==> config.mk <==
export PLATFORM = sky130hd
export DESIGN_NAME = srl_front
export DESIGN_NICKNAME = d
export VERILOG_FILES = /design/src/rtl/srl_pkg.sv /design/src/rtl/srl_front.sv
export SDC_FILE = /design/constraint.sdc
export NUM_CORES = 1
export LEC_CHECK = 0
export ABC_AREA = 1
export BUFFER_PORTS_ARGS = -buffer_cell sky130_fd_sc_hd__buf_4
export CAP_MARGIN = 5
export CORE_MARGIN = 4
export CORE_UTILIZATION = 45
export DETAILED_ROUTE_END_ITERATION = 8
export GPL_TIMING_DRIVEN = 1
export PLACE_DENSITY = 0.84
export SETUP_SLACK_MARGIN = 0.5
export SYNTH_ARGS = -nofsm -noshare
export SYNTH_HDL_FRONTEND = slang
export SYNTH_SLANG_ARGS = --single-unit
==> constraint.sdc <==
create_clock -name i_clk -period 5.5 [get_ports i_clk]
set_clock_uncertainty 0.1 [all_clocks]
set_input_delay 1.65 -clock i_clk [delete_from_list [all_inputs] [get_ports i_clk]]
set_output_delay 1.65 -clock i_clk [all_outputs]
set_load 0.01 [all_outputs]
==> src/rtl/srl_pkg.sv <==
// Shared types, constants and helpers of the source rate limiter.
package srl_pkg;

    localparam int TableEntries = 64;
    localparam int IdxW         = $clog2(TableEntries);
    localparam int CntW         = $clog2(TableEntries + 1);
    localparam int QueueDepth   = 2;

    typedef enum logic [2:0] {
        FN_CONNECT = 3'd0,
        FN_AUTHQ   = 3'd1,
        FN_AFAIL   = 3'd2,
        FN_AOK     = 3'd3,
        FN_BLOCK   = 3'd4,
        FN_UNBLOCK = 3'd5,
        FN_SWEEP   = 3'd6,
        FN_QUERY   = 3'd7
    } t_func;

    localparam logic [2:0] RegMaxConn = 3'd0;
    localparam logic [2:0] RegMaxAtt  = 3'd1;
    localparam logic [2:0] RegMaxFail = 3'd2;
    localparam logic [2:0] RegBlkMin  = 3'd3;
    localparam logic [2:0] RegProg    = 3'd4;

    // Input beat after the front end has decoded it.
    typedef struct packed {
        t_func        func;
        logic [31:0]  addr;
        logic [31:0]  now;
        logic [15:0]  admin;
    } t_event;

    // One table record.
    typedef struct packed {
        logic [31:0] addr;
        logic [9:0]  active;
        logic [9:0]  attempts;
        logic [7:0]  failures;
        logic        blocked;
        logic [31:0] wstart;
        logic [31:0] bend;
    } t_rec;

    typedef struct packed {
        logic [9:0]  max_conn;
        logic [9:0]  max_att;
        logic [7:0]  max_fail;
        logic [10:0] blk_min;
        logic        prog;
    } t_cfg;

    typedef struct packed {
        logic        allowed;
        logic        blocked_now;
        logic [7:0]  fail_cnt;
        logic [9:0]  active_count;
        logic        table_full;
    } t_result;

    typedef enum logic [2:0] {
        ST_IDLE,
        ST_SWEEP,
        ST_SEARCH,
        ST_READ,
        ST_CALC,
        ST_MULT,
        ST_WRITE,
        ST_OUT
    } t_state;

    // Tier multiplier of the block length.
    function automatic logic [4:0] tier_mult(input logic [7:0] f);
        logic [4:0] m;
        if (f <= 8'd5)       m = 5'd1;
        else if (f <= 8'd10) m = 5'd2;
        else if (f <= 8'd15) m = 5'd5;
        else if (f <= 8'd20) m = 5'd10;
        else                 m = 5'd30;
        return m;
    endfunction

endpackage

==> src/rtl/srl_front.sv <==
// Front end: input beat capture, config registers and event queue.
module srl_front (
    input  logic                  i_clk,
    input  logic                  i_rst_n,
    input  logic                  s_axis_tvalid,
    output logic                  s_axis_tready,
    input  logic [79:0]           s_axis_tdata,
    input  logic [2:0]            s_axis_tuser,
    input  logic                  psel,
    input  logic                  penable,
    input  logic                  pwrite,
    input  logic [4:0]            paddr,
    input  logic [31:0]           pwdata,
    output logic [31:0]           prdata,
    output srl_pkg::t_cfg         o_cfg,
    output logic                  o_ev_valid,
    input  logic                  i_ev_ready,
    output srl_pkg::t_event       o_ev
);

    srl_pkg::t_event q_mem [srl_pkg::QueueDepth];
    logic r_wp, r_rp;
    logic [1:0] r_cnt;
    srl_pkg::t_cfg r_cfg;
    srl_pkg::t_event w_in;
    logic w_push, w_pop;

    assign w_in.func  = srl_pkg::t_func'(s_axis_tuser);
    assign w_in.addr  = s_axis_tdata[31:0];
    assign w_in.now   = s_axis_tdata[63:32];
    assign w_in.admin = s_axis_tdata[79:64];

    assign s_axis_tready = (r_cnt != 2'd2);
    assign w_push = s_axis_tvalid && s_axis_tready;
    assign o_ev_valid = (r_cnt != 2'd0);
    assign w_pop = o_ev_valid && i_ev_ready;
    assign o_ev = q_mem[r_rp];

    // queue storage
    always_ff @(posedge i_clk) begin
        if (w_push) q_mem[r_wp] <= w_in;
    end

    // queue pointers
    always_ff @(posedge i_clk) begin
        if (!i_rst_n) begin
            r_wp <= 1'b0; r_rp <= 1'b0; r_cnt <= 2'd0;
        end else begin
            if (w_push) r_wp <= ~r_wp;
            if (w_pop)  r_rp <= ~r_rp;
            r_cnt <= r_cnt + {1'b0, w_push} - {1'b0, w_pop};
        end
    end

    // config writes
    always_ff @(posedge i_clk) begin
        if (!i_rst_n) begin
            r_cfg.max_conn <= 10'd10;
            r_cfg.max_att  <= 10'd10;
            r_cfg.max_fail <= 8'd5;
            r_cfg.blk_min  <= 11'd15;
            r_cfg.prog     <= 1'b1;
        end else if (psel && penable && pwrite) begin
            unique case (paddr[4:2])
                srl_pkg::RegMaxConn: r_cfg.max_conn <= pwdata[9:0];
                srl_pkg::RegMaxAtt:  r_cfg.max_att  <= pwdata[9:0];
                srl_pkg::RegMaxFail: r_cfg.max_fail <= pwdata[7:0];
                srl_pkg::RegBlkMin:  r_cfg.blk_min  <= pwdata[10:0];
                srl_pkg::RegProg:    r_cfg.prog     <= pwdata[0];
                default: ;
            endcase
        end
    end

    // register read
    always_comb begin
        prdata = '0;
        unique case (paddr[4:2])
            srl_pkg::RegMaxConn: prdata = {22'd0, r_cfg.max_conn};
            srl_pkg::RegMaxAtt:  prdata = {22'd0, r_cfg.max_att};
            srl_pkg::RegMaxFail: prdata = {24'd0, r_cfg.max_fail};
            srl_pkg::RegBlkMin:  prdata = {21'd0, r_cfg.blk_min};
            srl_pkg::RegProg:    prdata = {31'd0, r_cfg.prog};
            default:             prdata = '0;
        endcase
    end

    assign o_cfg = r_cfg;

endmodule

; Word-level counts from Yosys, hierarchy flattened
; Memories as Yosys holds them, arrays and structs flattened. A register that Yosys moved wholly into a read port is not among the register bits.
; Cells that the tools add are included.
[classes]
muxes = 5
bitwise_logic = 2
addsub = 2
eq_ne = 5
reduce_logical = 11
[ops]
columns = operator, n
row1 = $pmux W11 S5, 1
row2 = $reduce_and A2 Y1, 5
row3 = $eq A3 B2 Y1 const B, 2
row4 = $logic_and A1 B1 Y1, 4
row5 = $mux W1, 4
row6 = $eq A3 B1 Y1 const B, 1
row7 = $eq A3 B3 Y1 const B, 1
row8 = $logic_not A3 Y1, 1
row9 = $add A2 B1 Y2, 1
row10 = $ne A2 B2 Y1 const B, 1
row11 = $not A1 Y1, 2
row12 = $reduce_bool A2 Y1, 1
row13 = $sub A2 B1 Y2, 1
[word_totals]
wordCells = 34
mem_count = 1
inputBits = 127
regBits = 44
ramBits = 166
[mem_list]
columns = memory, words, width, read_ports, rd_ports_with_merged_regs, write_ports, line
row1 = q_mem, 2, 83, 1, 1, 1, srl_front.sv:21  ; srl_pkg::t_event q_mem [srl_pkg::QueueDepth];

; Longest topological paths before layout
[depth]
word_depth = 4
mapped_depth = 10
ltp_nobuf = 10

; Worst setup path before layout
; No wires, ideal clock.
[synth_path]
path_kind = in2reg
startpoint = input port s_axis_tvalid
endpoint = memory q_mem[1][0] (netlist bit) (enable)
t_arrival_ps = 5242
slack_ps = -368
setup_time_ps = 526
cell_stages = 2
required_ps = 4874
path_cell_list = nand2_1 -> nor2_1
[synth_via]
elab_chain_len = 3
[synth_lines]
columns = item, line
row1 = from (decl), srl_front.sv:5  ; input logic s_axis_tvalid,
row2 = $logic_and A1 B1 Y1, srl_front.sv:34  ; assign w_push = s_axis_tvalid && s_axis_tready;
row3 = $mux W1, srl_front.sv:41  ; if (w_push) q_mem[r_wp] <= w_in;
row4 = $mux W1 (implied by the code), srl_front.sv:41
row5 = to (decl), srl_front.sv:21
; Every way passes these cells.

; Worst setup path after layout
[layout_path]
startpoint = input port paddr[4]
endpoint = output port prdata[5]
[layout_via]
elab_chain_len = 2
[layout_lines]
columns = item, line
row1 = from (decl), srl_front.sv:12  ; input logic [4:0] paddr,
row2 = $eq A3 B3 Y1 (tied with other cells), srl_front.sv:78  ; unique case (paddr[4:2])
row3 = $pmux W11 S5 *, srl_front.sv:78
row4 = to (decl), srl_front.sv:14  ; output logic [31:0] prdata,
; Every way passes the cells marked *; elsewhere a longest branch is shown, timed or not.

==> results.json <==
{
  "antenna_cells": 0,
  "clkTransAtPathRegs_ns": 0.06,
  "syn_inst": 627,
  "syn_area_per_cell_um2": 13.4,
  "die_area_um2": 20900,
  "drv_slew": 0,
  "p_seq_frac": 0.450,
  "routed_wl_mm": 19.6,
  "post-route-min-period_ns": 4.51,
  "drt_pre_antenna_iters": 5,
  "netSwitchingFraction": 0.255,
  "grt_max_degree": 84,
  "numPortBuffers": 239,
  "grt_pass1_vias": 5532,
  "r2r_slack_ns": 3.67,
  "cts_hold_buf": 0,
  "area_delta_synth_final_pct": 31.7,
  "wl_per_cell_um": 17.5,
  "drt-initial-drc-count": 257,
  "place_congestion": 0.866,
  "r2r-end": "r_cnt[1]",
  "core_area_um2": 18100,
  "numCtsBuffers": 23,
  "critPathCapture": "prdata[5]",
  "async_flop_share": 0,
  "tightest_slew_ns": 1.07,
  "drv_cap": 0,
  "synth_cell_types": 27,
  "status": "finished clean",
  "hpwl_mm": 13.3,
  "finalSetupTns_ns": 0,
  "grt_setup_unrepaired": "no",
  "start_util": 0.462,
  "synth_area_um2": 8380,
  "peakVddDrop_v": 0.000232,
  "cts_sinks": 211,
  "hp-class": "flip-flop to flip-flop",
  "worst-r2r-cell-count": 10,
  "ant_nets": 0,
  "fmax_mhz": 222,
  "layoutNonFillerInstCount": 1115,
  "dpl-instance-area_um2": 10300,
  "ys.warnings.count": 0,
  "synthTopCellsByCount": "edfxtp_1 (166), nand2_1 (110), mux2_2 (83)",
  "fin_crit_sh": 0.821,
  "fillCellCount": 1379,
  "dominantRegCellSynth": "edfxtp_1",
  "io_pins": 284,
  "finalHoldViolCount": 0,
  "cts_setup_buffers": 0,
  "cp_data_arrival_time_ns": 2.76,
  "setup_viol": 0,
  "slew_headroom": 0.284,
  "slowest_delay_ns": 0.38,
  "post-synth-top-count-cell": "edfxtp_1",
  "clockPowerShare": 0.325,
  "power.internal_w": 0.00337,
  "synth-seq-cells": 211,
  "p_comb_frac": 0.225,
  "stdcell_area_um2": 11000,
  "switchingPower_w": 0.00116,
  "cp_cell_sequence": "buf_4 > inv_4 > nand2_1 > nor2_4 > a21oi_1 > nand2_1 > buf_4",
  "cts_resized": 0,
  "p_leak_nw": 4.54,
  "cp-startpoint": "paddr[4]",
  "grt_pass1_wl_mm": 28.7,
  "synth_largest_area_cell": "edfxtp_1",
  "clk_latency_ns": 0.49,
  "vias_per_cell": 5.02,
  "p_per_area_nw_per_um2": 411,
  "path_class": "input pin to output pin",
  "cts_root_buffer": "clkbuf_16",
  "rows": 49,
  "critical_path.startpoint_type": "input pin",
  "clock_path_buffers": 3,
  "grt.overflow.total": 0,
  "synth_edf_count": 166,
  "synth_area_leaders": "edfxtp_1 (59%), mux2_2 (11%), dfxtp_1 (11%)",
  "end_kind": "output pin",
  "synth_top_area_frac": 0.595,
  "antenna_found_initial": 0,
  "num_vias": 5597,
  "drive_above_1_share": 0.420,
  "required_ns": 3.75,
  "path_max_fanout": 18,
  "dp.cells": 1076,
  "die_w_um": 144,
  "die_y_um": 144,
  "cts_tree": "yes",
  "route.detailed.drc": 0,
  "utilization": 0.608,
  "slowest_stage": "nor2_4",
  "grt_usage": 0.173,
  "seq_area_frac_synth": 0.702,
  "htree_num_levels": 1,
  "fin_nets": 1001,
  "worstReg2RegStart": "r_cnt[0]"
}
-- registers in the layout, indices dropped and copies added, names as in the netlist, named ones only --
| register | count |
|---|---|
| o_cfg | 40 |
| q_mem | 166 |
| r_rp | 1 |
| r_wp | 1 |
| r_cnt | 2 |
-- cell families after synthesis --
logic type	count (synthesis)	synth area share
other	1	0.000447
muxes	83	0.112
DFF	211	0.702
AOI/OAI and AO/OA	8	0.00508
and+or+nand+nor	242	0.125
buffers and inverters	79	0.0520
adders and majority gates	2	0.00299
xor gates and xnor gates	1	0.00105
-- metrics by stage --
step	hold slack [ns]	power [W]	setup WS, ns
global route	0.411	0.00472	0.892
finish	0.390	0.00453	0.986
floorplan	0.367	0.00261	1.02
CTS	0.394	0.00458	1.01
detailed placement	0.384	0.00310	1.01
global placement	0.368	0.00307	1.02
-- area by class of cell --
| cell class | instances | area (um2) | area share |
|---|---|---|---|
| clock buffer | 33 | 643 | 0.0583 |
| clock inverter | 6 | 77.6 | 0.00703 |
| inverter | 36 | 138 | 0.0125 |
| multi-input combinational | 357 | 2150 | 0.195 |
| sequential | 211 | 5890 | 0.534 |
| tap | 229 | 287 | 0.0260 |
| timing repair buffer | 243 | 1850 | 0.168 |
-- per-layer routing --
metal | track usage | up-vias | wire length, um
li1 | - | 2604 | -
met1 | 0.207 | 2641 | 7220
met2 | 0.293 | 305 | 9330
met3 | 0.0615 | 47 | 2500
met4 | 0.0550 | 0 | 523
met5 | 0 | - | 0
-- layout by cell type, fill, tap and decap left out, drive strengths merged --
| cell type | count |
|---|---|
| buf | 243 |
| edfxtp | 166 |
| nand2 | 110 |
| nor2 | 86 |
| mux2 | 83 |
| dfxtp | 45 |
| nand3 | 42 |
| inv | 36 |
| clkbuf | 33 |
| conb | 21 |
| a21oi | 6 |
| clkinv | 4 |
| nand4 | 3 |
| ha | 2 |
| bufinv | 2 |
| o21a | 1 |
| or2 | 1 |
| xor2 | 1 |
| o21ai | 1 |
-- worst max-delay path, delay by kind of cell --
family	cells	cell delay [ns]
AND/OR/NAND/NOR	3	0.58
AO/OA/AOI/OAI	1	0.15
buffers and inverters	3	0.38
-- power by group through the flow --
stage / Combinational (W) / Clock, W / Sequential, W
after floorplan: 0.000574 / 0 / 0.00203
after global placement: 0.00101 / 0 / 0.00206
after detailed placement: 0.00103 / 0 / 0.00207
after CTS: 0.00103 / 0.00150 / 0.00204
after global routing: 0.00109 / 0.00157 / 0.00206
final: 0.00102 / 0.00147 / 0.00204
-- worst min path at each step --
stage	cells past startpoint	slack, ns	end	startpoint
detailed placement	2	0.38	o_cfg[1]	o_cfg[1]
global route	2	0.41	o_cfg[1]	o_cfg[1]
global placement	2	0.37	o_cfg[4]	o_cfg[4]
floorplan	2	0.37	flip-flop	r_rp
CTS	2	0.39	o_cfg[1]	o_cfg[1]
finish	2	0.39	o_cfg[2]	o_cfg[2]
No activity file was read; power rests on OpenSTA's default activity.
